### src/rtl/cdad_pkg.sv
// Shared types, constants and month-length function for the calendar date stepper.
package cdad_pkg;

    localparam int DEF_COUNT_BITS = 16;
    localparam int DEF_MAX_YEAR   = 9999;

    localparam int IN_YEAR_BITS  = 14;
    localparam int IN_MONTH_BITS = 4;
    localparam int IN_DAY_BITS   = 5;
    localparam int IN_COUNT_BITS = 16;
    localparam int S_DATA_BITS   = 40;
    localparam int M_DATA_BITS   = 24;

    localparam logic [3:0] MONTH_JAN = 4'd1;
    localparam logic [3:0] MONTH_DEC = 4'd12;
    localparam logic [4:0] DAY_FIRST = 5'd1;
    localparam logic [4:0] DAY_DEC31 = 5'd31;
    localparam logic [6:0] CENT_LAST = 7'd99;
    localparam logic [7:0] DIVISOR   = 8'd100;

    typedef enum logic [2:0] {
        ST_IDLE,
        ST_DIV,
        ST_NORM,
        ST_STEP,
        ST_FINISH
    } state_t;

    typedef struct packed {
        logic load;
        logic div_step;
        logic norm;
        logic step;
        logic flag;
        logic emit;
    } cmd_t;

    typedef struct packed {
        logic div_done;
        logic cnt_zero;
        logic at_limit;
        logic out_free;
    } status_t;

    function automatic logic [4:0] month_len(input logic leap, input logic [3:0] month);
        logic [4:0] len;
        case (month) inside
            4'd4, 4'd6, 4'd9, 4'd11: len = 5'd30;
            4'd2:                    len = leap ? 5'd29 : 5'd28;
            default:                 len = 5'd31;
        endcase
        return len;
    endfunction

endpackage

### src/rtl/cdad_ctrl.sv
// Sequencer for load, year split, date normalization, day stepping and result hand-off.
module cdad_ctrl (
    input  logic              clk,
    input  logic              rst_n,
    input  logic              s_tvalid,
    output logic              s_tready,
    input  cdad_pkg::status_t status,
    output cdad_pkg::cmd_t    cmd
);

    cdad_pkg::state_t state_reg;
    cdad_pkg::state_t state_next;

    always_ff @(posedge clk or negedge rst_n)
    begin
        if (!rst_n)
        begin
            state_reg <= cdad_pkg::ST_IDLE;
        end
        else
        begin
            state_reg <= state_next;
        end
    end

    always_comb
    begin
        state_next = state_reg;
        unique case (state_reg)
            cdad_pkg::ST_IDLE:
            begin
                if (s_tvalid)
                begin
                    state_next = cdad_pkg::ST_DIV;
                end
            end
            cdad_pkg::ST_DIV:
            begin
                if (status.div_done)
                begin
                    state_next = cdad_pkg::ST_NORM;
                end
            end
            cdad_pkg::ST_NORM:
            begin
                state_next = cdad_pkg::ST_STEP;
            end
            cdad_pkg::ST_STEP:
            begin
                if (status.cnt_zero || status.at_limit)
                begin
                    state_next = cdad_pkg::ST_FINISH;
                end
            end
            cdad_pkg::ST_FINISH:
            begin
                if (status.out_free)
                begin
                    state_next = cdad_pkg::ST_IDLE;
                end
            end
            default:
            begin
                state_next = cdad_pkg::ST_IDLE;
            end
        endcase
    end

    always_comb
    begin
        cmd      = '0;
        s_tready = 1'b0;
        unique case (state_reg)
            cdad_pkg::ST_IDLE:
            begin
                s_tready = 1'b1;
                cmd.load = s_tvalid;
            end
            cdad_pkg::ST_DIV:
            begin
                cmd.div_step = 1'b1;
            end
            cdad_pkg::ST_NORM:
            begin
                cmd.norm = 1'b1;
            end
            cdad_pkg::ST_STEP:
            begin
                cmd.step = !status.cnt_zero && !status.at_limit;
                cmd.flag = !status.cnt_zero && status.at_limit;
            end
            cdad_pkg::ST_FINISH:
            begin
                cmd.emit = status.out_free;
            end
            default:
            begin
                cmd = '0;
            end
        endcase
    end

endmodule

### src/rtl/cdad_dp.sv
// Date registers, year-by-100 split, single-day stepper and output register.
module cdad_dp #(
    parameter int COUNT_BITS = cdad_pkg::DEF_COUNT_BITS,
    parameter int MAX_YEAR   = cdad_pkg::DEF_MAX_YEAR
) (
    input  logic                               clk,
    input  logic                               rst_n,
    input  logic [cdad_pkg::S_DATA_BITS-1:0]   s_tdata,
    input  logic                               s_tuser,
    output logic                               m_tvalid,
    input  logic                               m_tready,
    output logic [cdad_pkg::M_DATA_BITS-1:0]   m_tdata,
    output logic                               m_tuser,
    input  cdad_pkg::cmd_t                     cmd,
    output cdad_pkg::status_t                  status
);

    localparam int YEAR_BITS  = ($clog2(MAX_YEAR + 1) > cdad_pkg::IN_YEAR_BITS) ?
                                $clog2(MAX_YEAR + 1) : cdad_pkg::IN_YEAR_BITS;
    localparam int CENT_BITS  = $clog2(MAX_YEAR / 100 + 1);
    localparam int CNT_BITS   = (COUNT_BITS < cdad_pkg::IN_COUNT_BITS) ?
                                COUNT_BITS : cdad_pkg::IN_COUNT_BITS;
    localparam int DCNT_BITS  = 1;
    localparam int PROD_BITS  = YEAR_BITS + 16;
    localparam int RECIP_SHIFT = 22;
    localparam logic [15:0] RECIP_100 = 16'd41944;
    localparam logic [YEAR_BITS-1:0] YEAR_MAX = YEAR_BITS'(MAX_YEAR);
    localparam logic [YEAR_BITS-1:0] YEAR_MIN = YEAR_BITS'(1);
    localparam logic [DCNT_BITS-1:0] DIV_LAST = DCNT_BITS'(1);

    logic [YEAR_BITS-1:0] in_year;
    logic [3:0]           in_month;
    logic [4:0]           in_day;
    logic [CNT_BITS-1:0]  in_count;
    logic [YEAR_BITS-1:0] clamp_year;
    logic [3:0]           clamp_month;

    logic [YEAR_BITS-1:0] year_reg, year_next;
    logic [3:0]           month_reg, month_next;
    logic [4:0]           day_reg, day_next;
    logic [6:0]           rem_reg, rem_next;
    logic [CENT_BITS-1:0] cent_reg, cent_next;
    logic [DCNT_BITS-1:0] dcnt_reg, dcnt_next;
    logic [CNT_BITS-1:0]  cnt_reg, cnt_next;
    logic                 back_reg, back_next;
    logic                 hit_reg, hit_next;
    logic [cdad_pkg::M_DATA_BITS-1:0] out_data_reg, out_data_next;
    logic                 out_hit_reg, out_hit_next;
    logic                 out_valid_reg, out_valid_next;

    logic [PROD_BITS-1:0] recip_prod;
    logic                 leap;
    logic [4:0]           cur_len;
    logic [4:0]           prev_len;
    logic                 limit_fwd;
    logic                 limit_back;

    assign in_year  = YEAR_BITS'(s_tdata[13:0]);
    assign in_month = s_tdata[17:14];
    assign in_day   = s_tdata[22:18];
    assign in_count = s_tdata[23 +: CNT_BITS];

    assign clamp_year  = (in_year < YEAR_MIN) ? YEAR_MIN :
                         (in_year > YEAR_MAX) ? YEAR_MAX : in_year;
    assign clamp_month = (in_month < cdad_pkg::MONTH_JAN) ? cdad_pkg::MONTH_JAN :
                         (in_month > cdad_pkg::MONTH_DEC) ? cdad_pkg::MONTH_DEC : in_month;

    assign recip_prod = PROD_BITS'(year_reg) * PROD_BITS'(RECIP_100);

    assign leap     = (rem_reg[1:0] == 2'd0) && ((rem_reg != 7'd0) || (cent_reg[1:0] == 2'd0));
    assign cur_len  = cdad_pkg::month_len(leap, month_reg);
    assign prev_len = cdad_pkg::month_len(leap, month_reg - 4'd1);

    assign limit_fwd  = (year_reg >= YEAR_MAX) && (month_reg == cdad_pkg::MONTH_DEC) &&
                        (day_reg == cdad_pkg::DAY_DEC31);
    assign limit_back = (year_reg <= YEAR_MIN) && (month_reg == cdad_pkg::MONTH_JAN) &&
                        (day_reg == cdad_pkg::DAY_FIRST);

    assign status.div_done = (dcnt_reg == DIV_LAST);
    assign status.cnt_zero = (cnt_reg == '0);
    assign status.at_limit = back_reg ? limit_back : limit_fwd;
    assign status.out_free = !out_valid_reg || m_tready;

    always_comb
    begin
        year_next      = year_reg;
        month_next     = month_reg;
        day_next       = day_reg;
        rem_next       = rem_reg;
        cent_next      = cent_reg;
        dcnt_next      = dcnt_reg;
        cnt_next       = cnt_reg;
        back_next      = back_reg;
        hit_next       = hit_reg;
        out_data_next  = out_data_reg;
        out_hit_next   = out_hit_reg;
        out_valid_next = out_valid_reg && !m_tready;

        if (cmd.load)
        begin
            year_next  = clamp_year;
            month_next = clamp_month;
            day_next   = in_day;
            rem_next   = '0;
            dcnt_next  = '0;
            cnt_next   = in_count;
            back_next  = s_tuser;
            hit_next   = 1'b0;
        end

        // split the year by 100: quotient first, then remainder
        if (cmd.div_step)
        begin
            if (dcnt_reg == '0)
            begin
                cent_next = recip_prod[RECIP_SHIFT +: CENT_BITS];
            end
            else
            begin
                rem_next = 7'(year_reg - YEAR_BITS'(cent_reg) * YEAR_BITS'(cdad_pkg::DIVISOR));
            end
            dcnt_next = dcnt_reg + DCNT_BITS'(1);
        end

        if (cmd.norm)
        begin
            if (day_reg < cdad_pkg::DAY_FIRST)
            begin
                day_next = cdad_pkg::DAY_FIRST;
            end
            else if (day_reg > cur_len)
            begin
                day_next = cur_len;
            end
        end

        if (cmd.flag)
        begin
            hit_next = 1'b1;
        end

        if (cmd.step)
        begin
            cnt_next = cnt_reg - CNT_BITS'(1);
            if (!back_reg)
            begin
                if (day_reg >= cur_len)
                begin
                    day_next = cdad_pkg::DAY_FIRST;
                    if (month_reg == cdad_pkg::MONTH_DEC)
                    begin
                        month_next = cdad_pkg::MONTH_JAN;
                        year_next  = year_reg + YEAR_BITS'(1);
                        if (rem_reg == cdad_pkg::CENT_LAST)
                        begin
                            rem_next  = '0;
                            cent_next = cent_reg + CENT_BITS'(1);
                        end
                        else
                        begin
                            rem_next = rem_reg + 7'd1;
                        end
                    end
                    else
                    begin
                        month_next = month_reg + 4'd1;
                    end
                end
                else
                begin
                    day_next = day_reg + 5'd1;
                end
            end
            else
            begin
                if (day_reg > cdad_pkg::DAY_FIRST)
                begin
                    day_next = day_reg - 5'd1;
                end
                else if (month_reg > cdad_pkg::MONTH_JAN)
                begin
                    month_next = month_reg - 4'd1;
                    day_next   = prev_len;
                end
                else
                begin
                    month_next = cdad_pkg::MONTH_DEC;
                    day_next   = cdad_pkg::DAY_DEC31;
                    year_next  = year_reg - YEAR_BITS'(1);
                    if (rem_reg == '0)
                    begin
                        rem_next  = cdad_pkg::CENT_LAST;
                        cent_next = cent_reg - CENT_BITS'(1);
                    end
                    else
                    begin
                        rem_next = rem_reg - 7'd1;
                    end
                end
            end
        end

        if (cmd.emit)
        begin
            out_data_next  = {1'b0, day_reg, month_reg, year_reg[13:0]};
            out_hit_next   = hit_reg;
            out_valid_next = 1'b1;
        end
    end

    always_ff @(posedge clk or negedge rst_n)
    begin
        if (!rst_n)
        begin
            out_valid_reg <= 1'b0;
        end
        else
        begin
            out_valid_reg <= out_valid_next;
        end
    end

    always_ff @(posedge clk)
    begin
        year_reg     <= year_next;
        month_reg    <= month_next;
        day_reg      <= day_next;
        rem_reg      <= rem_next;
        cent_reg     <= cent_next;
        dcnt_reg     <= dcnt_next;
        cnt_reg      <= cnt_next;
        back_reg     <= back_next;
        hit_reg      <= hit_next;
        out_data_reg <= out_data_next;
        out_hit_reg  <= out_hit_next;
    end

    assign m_tvalid = out_valid_reg;
    assign m_tdata  = out_data_reg;
    assign m_tuser  = out_hit_reg;

`ifndef SYNTHESIS
    a_year_range: assert property (@(posedge clk) disable iff (!rst_n)
        cmd.step |-> (year_reg >= YEAR_MIN) && (year_reg <= YEAR_MAX))
        else $error("year left its range while stepping");

    a_month_range: assert property (@(posedge clk) disable iff (!rst_n)
        cmd.step |-> (month_reg >= cdad_pkg::MONTH_JAN) && (month_reg <= cdad_pkg::MONTH_DEC))
        else $error("month left its range while stepping");

    a_split_match: assert property (@(posedge clk) disable iff (!rst_n)
        cmd.step |-> ((32'(cent_reg) * 32'd100 + 32'(rem_reg)) == 32'(year_reg)))
        else $error("century and remainder disagree with year");

    a_day_valid: assert property (@(posedge clk) disable iff (!rst_n)
        cmd.step |-> (day_reg >= cdad_pkg::DAY_FIRST) && (day_reg <= cur_len))
        else $error("day outside month length while stepping");
`endif

endmodule

### src/rtl/calendar_date_add_days.sv
// Top level of the Gregorian date stepper: adds or subtracts a day count from a date.
//
// Input channel s_*: one beat carries a start date, a day count and the direction
// (s_tuser high steps backward). Month and day are clamped to a valid date and the
// year to 1..MAX_YEAR before stepping. Output channel m_*: one beat per input beat
// with the resulting date; m_tuser is high when stepping stopped at year 1 or MAX_YEAR.
// From the input beat to the output beat, the year is first split by 100 with a
// reciprocal multiply, quotient first and then remainder, and the date is normalized;
// the stepper then advances exactly one day per cycle until the count runs out or a
// year limit is reached, and the finish step loads the output register once it is free.
// A year limit cuts the stepping short.
// One beat is in work at a time; a new beat is taken while the previous result still
// waits in the output register.
// Reset clears the sequencer and the output valid; no result is pending afterward.
// When the receiver stalls, the finished result holds on m_*; the next beat may be
// taken and worked on, and its result waits until the output register frees up.
module calendar_date_add_days #(
    parameter int COUNT_BITS = cdad_pkg::DEF_COUNT_BITS,
    parameter int MAX_YEAR   = cdad_pkg::DEF_MAX_YEAR
) (
    input  logic                             clk,
    input  logic                             rst_n,
    input  logic                             s_tvalid,
    output logic                             s_tready,
    // start_year[13:0], start_month[17:14], start_day[22:18], day_count[38:23], zero pad
    input  logic [cdad_pkg::S_DATA_BITS-1:0] s_tdata,
    // go_back
    input  logic                             s_tuser,
    output logic                             m_tvalid,
    input  logic                             m_tready,
    // end_year[13:0], end_month[17:14], end_day[22:18], zero pad
    output logic [cdad_pkg::M_DATA_BITS-1:0] m_tdata,
    // range_hit
    output logic                             m_tuser
);

    cdad_pkg::cmd_t    cmd;
    cdad_pkg::status_t status;

    cdad_ctrl u_ctrl (
        .clk      (clk),
        .rst_n    (rst_n),
        .s_tvalid (s_tvalid),
        .s_tready (s_tready),
        .status   (status),
        .cmd      (cmd)
    );

    cdad_dp #(
        .COUNT_BITS (COUNT_BITS),
        .MAX_YEAR   (MAX_YEAR)
    ) u_dp (
        .clk      (clk),
        .rst_n    (rst_n),
        .s_tdata  (s_tdata),
        .s_tuser  (s_tuser),
        .m_tvalid (m_tvalid),
        .m_tready (m_tready),
        .m_tdata  (m_tdata),
        .m_tuser  (m_tuser),
        .cmd      (cmd),
        .status   (status)
    );

endmodule
### config.mk
export PLATFORM = sky130hd
export DESIGN_NAME = calendar_date_add_days
export DESIGN_NICKNAME = d
export VERILOG_FILES = /design/src/rtl/cdad_pkg.sv /design/src/rtl/cdad_ctrl.sv /design/src/rtl/cdad_dp.sv /design/src/rtl/calendar_date_add_days.sv
export SDC_FILE = /design/constraint.sdc
export NUM_CORES = 1
export LEC_CHECK = 0
export BUFFER_PORTS_ARGS = -buffer_cell sky130_fd_sc_hd__buf_2
export CORE_ASPECT_RATIO = 1.75
export CORE_MARGIN = 5
export CORE_UTILIZATION = 37
export CTS_CLUSTER_DIAMETER = 100
export DETAILED_ROUTE_END_ITERATION = 10
export GPL_TIMING_DRIVEN = 0
export PLACE_DENSITY = 0.59
export REMOVE_ABC_BUFFERS = 1
export SYNTH_ARGS = -nofsm -noshare
export SYNTH_HDL_FRONTEND = slang
export SYNTH_HIERARCHICAL = 1
export SYNTH_SLANG_ARGS = --single-unit
### constraint.sdc
create_clock -name clk -period 14.2 [get_ports clk]
set_input_delay 1.42 -clock clk [delete_from_list [all_inputs] [get_ports clk]]
set_output_delay 1.42 -clock clk [all_outputs]
set_load 0.005 [all_outputs]
== After elaboration in Yosys (flattened, before gate mapping) ==
Cells that the tools add are included.
Word-level totals
  register bits after elaboration: 84
  output and inout bits: 27
  word-level logic and storage cells: 158
Cells by class
  $add $sub $neg: 13
  multipliers: 2
  magnitude comparators: 11
  eq/ne operators: 23
  mux-type cells: 70
  reductions and logical operators: 26
Operator list (number)
  $mux 7: 21
  $mux 14: 9
  $mux 5: 13
  $mux 4: 9
  $mux 16: 2
  $mul 14x13->26 const B: 1
  $eq 4x4->1 const B: 5
  $eq 4x3->1 const B: 4
  $logic_not 16->1: 1
  $sub 16x1->16 const B: 1
  $pmux 3 s5: 1
  $add 14x1->14 const B: 1
  $add 7x1->7 const B: 2
  $ge 14x14->1 const B: 1
  $gt 14x14->1 const B: 1
  $le 14x1->1 const B: 1
  $lt 14x1->1 const B: 1
  $sub 14x1->14 const B: 1
  $sub 7x1->7 const B: 2
  $mux 3: 4
  $mux 1: 10
  $eq 4x2->1 const B: 2
  $logic_and 1x1->1: 8
  $reduce_or 4->1: 2
  other kinds (32): 42

== Longest topological paths before layout ==
  word-level depth: 11
  depth in mapped cells: 17
  mapped depth without buffers: 17

== Cells and area by module ==
The synthesis kept the hierarchy.
Modules (own cells, without submodules)
  cdad_dp: times used 1, cells an instance 955, area an instance 8662.1 sq um, sequential area each 2006.9 sq um
  cdad_ctrl: times used 1, cells an instance 24, area an instance 229.0 sq um, sequential area each 75.1 sq um

== Worst setup path after synthesis ==
Ideal clock, no wire load.
  path type: register to register
  start: register u_dp.year_reg[11]
  end: register u_dp.cent_reg[3]
  arrival: 4716 ps
  setup slack: 9414 ps
  cell stages (with the launch flop): 16
  buffers on the path: 0
  clock period less this slack: 4786 ps
  path through: dfxtp_1 ha_1 fa_1 fa_1 fa_1 inv_1 fa_1 inv_1 ha_1 a211oi_1 nand2_1 a311oi_1 o211ai_1 a2111oi_0 nor3_1 o2bb2ai_1
Between the ends
  longest elaborated chain between the ends: 8
  elaborated cells between the ends (all ways): 21
RTL lines
  start: declaration: RTL line cdad_dp.sv:38  | logic [YEAR_BITS-1:0] year_reg, year_next;
  start signal: assignment: RTL line cdad_dp.sv:225  | year_reg <= year_next;
  $mul 14x13->26, or another cell as far along: RTL line cdad_dp.sv:68  | assign recip_prod = PROD_BITS'(year_reg) * PROD_BITS'(RECIP_100);
  $mux 7, or another cell as far along: RTL line cdad_dp.sv:114  | if (dcnt_reg == '0)
  $mux 7, or another cell as far along: RTL line cdad_dp.sv:112  | if (cmd.div_step)
  $mux 7, or another cell as far along: RTL line cdad_dp.sv:154  | if (rem_reg == cdad_pkg::CENT_LAST)
  $mux 7, or another cell as far along: RTL line cdad_dp.sv:150  | if (month_reg == cdad_pkg::MONTH_DEC)
  $mux 7, or another cell as far along: RTL line cdad_dp.sv:147  | if (day_reg >= cur_len)
  $mux 7 or $mux 2 (tied branches): RTL line cdad_dp.sv:145, cdad_ctrl.sv:73
  $mux 7 *: RTL line cdad_dp.sv:142  | if (cmd.step)
  net u_dp.cent_next[3]: RTL line cdad_dp.sv:42  | logic [CENT_BITS-1:0] cent_reg, cent_next;
  end signal: assignment: RTL line cdad_dp.sv:229  | cent_reg <= cent_next;
  end: declaration: RTL line cdad_dp.sv:42
Mark *: on every way through the listed nets, which the timed path passes. The rest lies on a longest branch.
A chain may end at the register's enable or synchronous reset.

== Final worst setup path ==
  start: register u_dp.year_reg[6]
  end: register u_dp.cent_reg[3]
Same word-level chain as after synthesis.

==> out/results.tsv <==
metric	value	unit
area_growth	10.82	%
yosysTopAreaCell	ha_1	
wirelength	24130	um
start_util	0.3730	
routedWlPerCell	17.93	um
die_area	27350	um2
setup_viol	0	
firstDrtPassIters	4	
grt_max_degree	29	
rsz0062_at_grt	false	
num_vias	7304	
synthArstFlopShare	0.04878	
drc	0	
die_w	127.2	um
synth_top_area_frac	0.1928	
synthTopCellsByArea	ha_1 (19%), fa_1 (14%), edfxtp_1 (14%)	
h-tree-depth	3	
grt_pass1_vias	7429	
yosysWarnings	6	
drtAntennaViolNets	0	
cts_setup_buffers	0	
final_hold_viol_count	0	
netlist_instances	979	
nNetsFinal	1278	
drt-initial-drc-count	336	
grt_first_pass_wirelength	38610	um
maxCapViolCount	0	
syn-cell-area	8891	um2
synth_edf_count	42	
fillCellCount	2409	
reg2reg_from	u_dp/year_reg[6]	
outcome	finished, final reports clean	
cts_root_buffer	clkbuf_16	
largest_register_ffs	23	
clk_pin_slew_worst_paths	70	ps
gr-total-overflow	0	
min_period_over_period	0.4351	
max_slew_margin	0.08574	
yosysMostFrequentCell	inv_1	
hold_ws	456.5	ps
track_usage	0.1791	
hold_path_class	reg2reg	
cts_hold_buffers	0	
min_path_cells	0	
cts_made_buffers	9	
crit_required	14490	ps
synth_ff_type	edfxtp_1	
crit_type	reg2reg	
crit_path_start	u_dp/year_reg[6]	
fin_crit	6178	ps
ctsResizeCount	0	
io_pins	72	
start_kind	register	
seq_area_frac_synth	0.2342	
worstPathArrival	6470	ps
fin_cells	1346	
synth_cell_types	73	
antenna_cells	0	
tritoncts	built	
tns	0	ps
path_max_fanout	11	
synth_common_cells	inv_1 (151), ha_1 (137), nor2_1 (69)	
hpwlAfterDp	19730	um
fmax	161.9	MHz
gp_congestion	0.9169	
rows	75	
insertion_delay	360	ps
avgSynthCellArea	9.082	um2
finClkSkew	11.19	ps
reg2regPathDepth	17	
clock-sinks	82	
die_h	215.1	um
tightestPinTransition	1371	ps
finalMaxSlewViolations	0	
placed_cells	1330	
hold_start	u_dp/hit_reg	
synth_seq_cells	82	
core_area	23840	um2
post_drt_via_cell_ratio	5.426	
port_buffers	69	
critPathCaptureType	register	
drive_gt1_frac	0.1069	
antenna_found_initial	0	
clk_path_buf_depth	2	
layer usage:
layer  share of wire  track usage  vias to the layer above
li1                -            -                     3535
met4           0.050       0.1006                        0
met1            0.34       0.1729                     3568
met2            0.58       0.3596                      145
met5               0            0                        -
met3           0.026      0.01416                       56
cell families after synthesis:
| group | Yosys count | synth area share |
|---|---|---|
| AO/OA/AOI/OAI | 218 | 0.1637 |
| XOR/XNOR | 44 | 0.04334 |
| adder cells (fa/ha/maj) | 200 | 0.3346 |
| buffers and inverters | 189 | 0.08444 |
| flip-flops | 82 | 0.2342 |
| multiplexers | 8 | 0.009429 |
| other | 1 | 0.0004218 |
| AND/OR/NAND/NOR | 237 | 0.1299 |
cell usage in the layout, fill, tap and decap left out, types with 6 or more instances in the layout:
master       n
a21o_1       7
a21oi_1     41
a22o_1       7
a22oi_1      7
a31oi_1     17
a32oi_1      6
and3_1      11
buf_2       69
buf_4       10
clkbuf_16    9
dfxtp_1     36
edfxtp_1    42
fa_1        63
ha_1       137
inv_1      151
nand2_1     61
nand2b_1    10
nand3_1     28
nand4_1      6
nor2_1      69
nor3_1      13
nor4_1       8
o211ai_1     7
o21ai_0     47
o221ai_1     9
o22ai_1     18
o31ai_1      6
xnor2_1     32
xor2_1      12
through the flow:
stage	area, um2	setup WS [ps]	utilization
2_1_floorplan	8707	5943	-
3_3_place_gp	9438	-648.5	0.3960
3_5_place_dp	9553	7927	0.4008
4_1_cts	9853	7855	0.4134
5_1_grt	9853	7671	0.4134
6_report	9853	8022	0.4134
worst max-delay path: stages (launching register included):
cell       delay, ps
dfxtp_1          800
inv_1            300
fa_1             570
inv_1             40
ha_1             240
fa_1             520
fa_1             500
inv_1             60
fa_1             520
inv_1             50
ha_1             300
a211oi_1         470
nand2_1           90
a311oi_1         550
o211ai_1         330
a2111oi_0        510
nor3_1           120
o2bb2ai_1        130
path summary, 6_finish.rpt:
path                                       endpoint  slack (ps)
worst min-delay path                   u_dp/m_tuser         460
worst max-delay path               u_dp/cent_reg[3]        8020
worst min register to register         u_dp/m_tuser         460
worst max register to register     u_dp/cent_reg[3]        8020
max in group asynchronous       u_ctrl/state_reg[0]       13230
min in group asynchronous       u_ctrl/state_reg[2]         860
final cells by class:
class / instances / area [um2] / share of cell area
sequential: 82 / 2082 / 0.2113
multi-input combinational: 708 / 6076 / 0.6166
tap: 308 / 385.4 / 0.03911
inverter: 151 / 566.8 / 0.05752
clock inverter: 7 / 75.07 / 0.007619
timing repair buffer: 81 / 442.9 / 0.04495
clock buffer: 9 / 225.2 / 0.02286
Power is left out: the tool's default activity adds up to more than one toggle a clock period on the data nets, which glitch-free logic cannot reach.
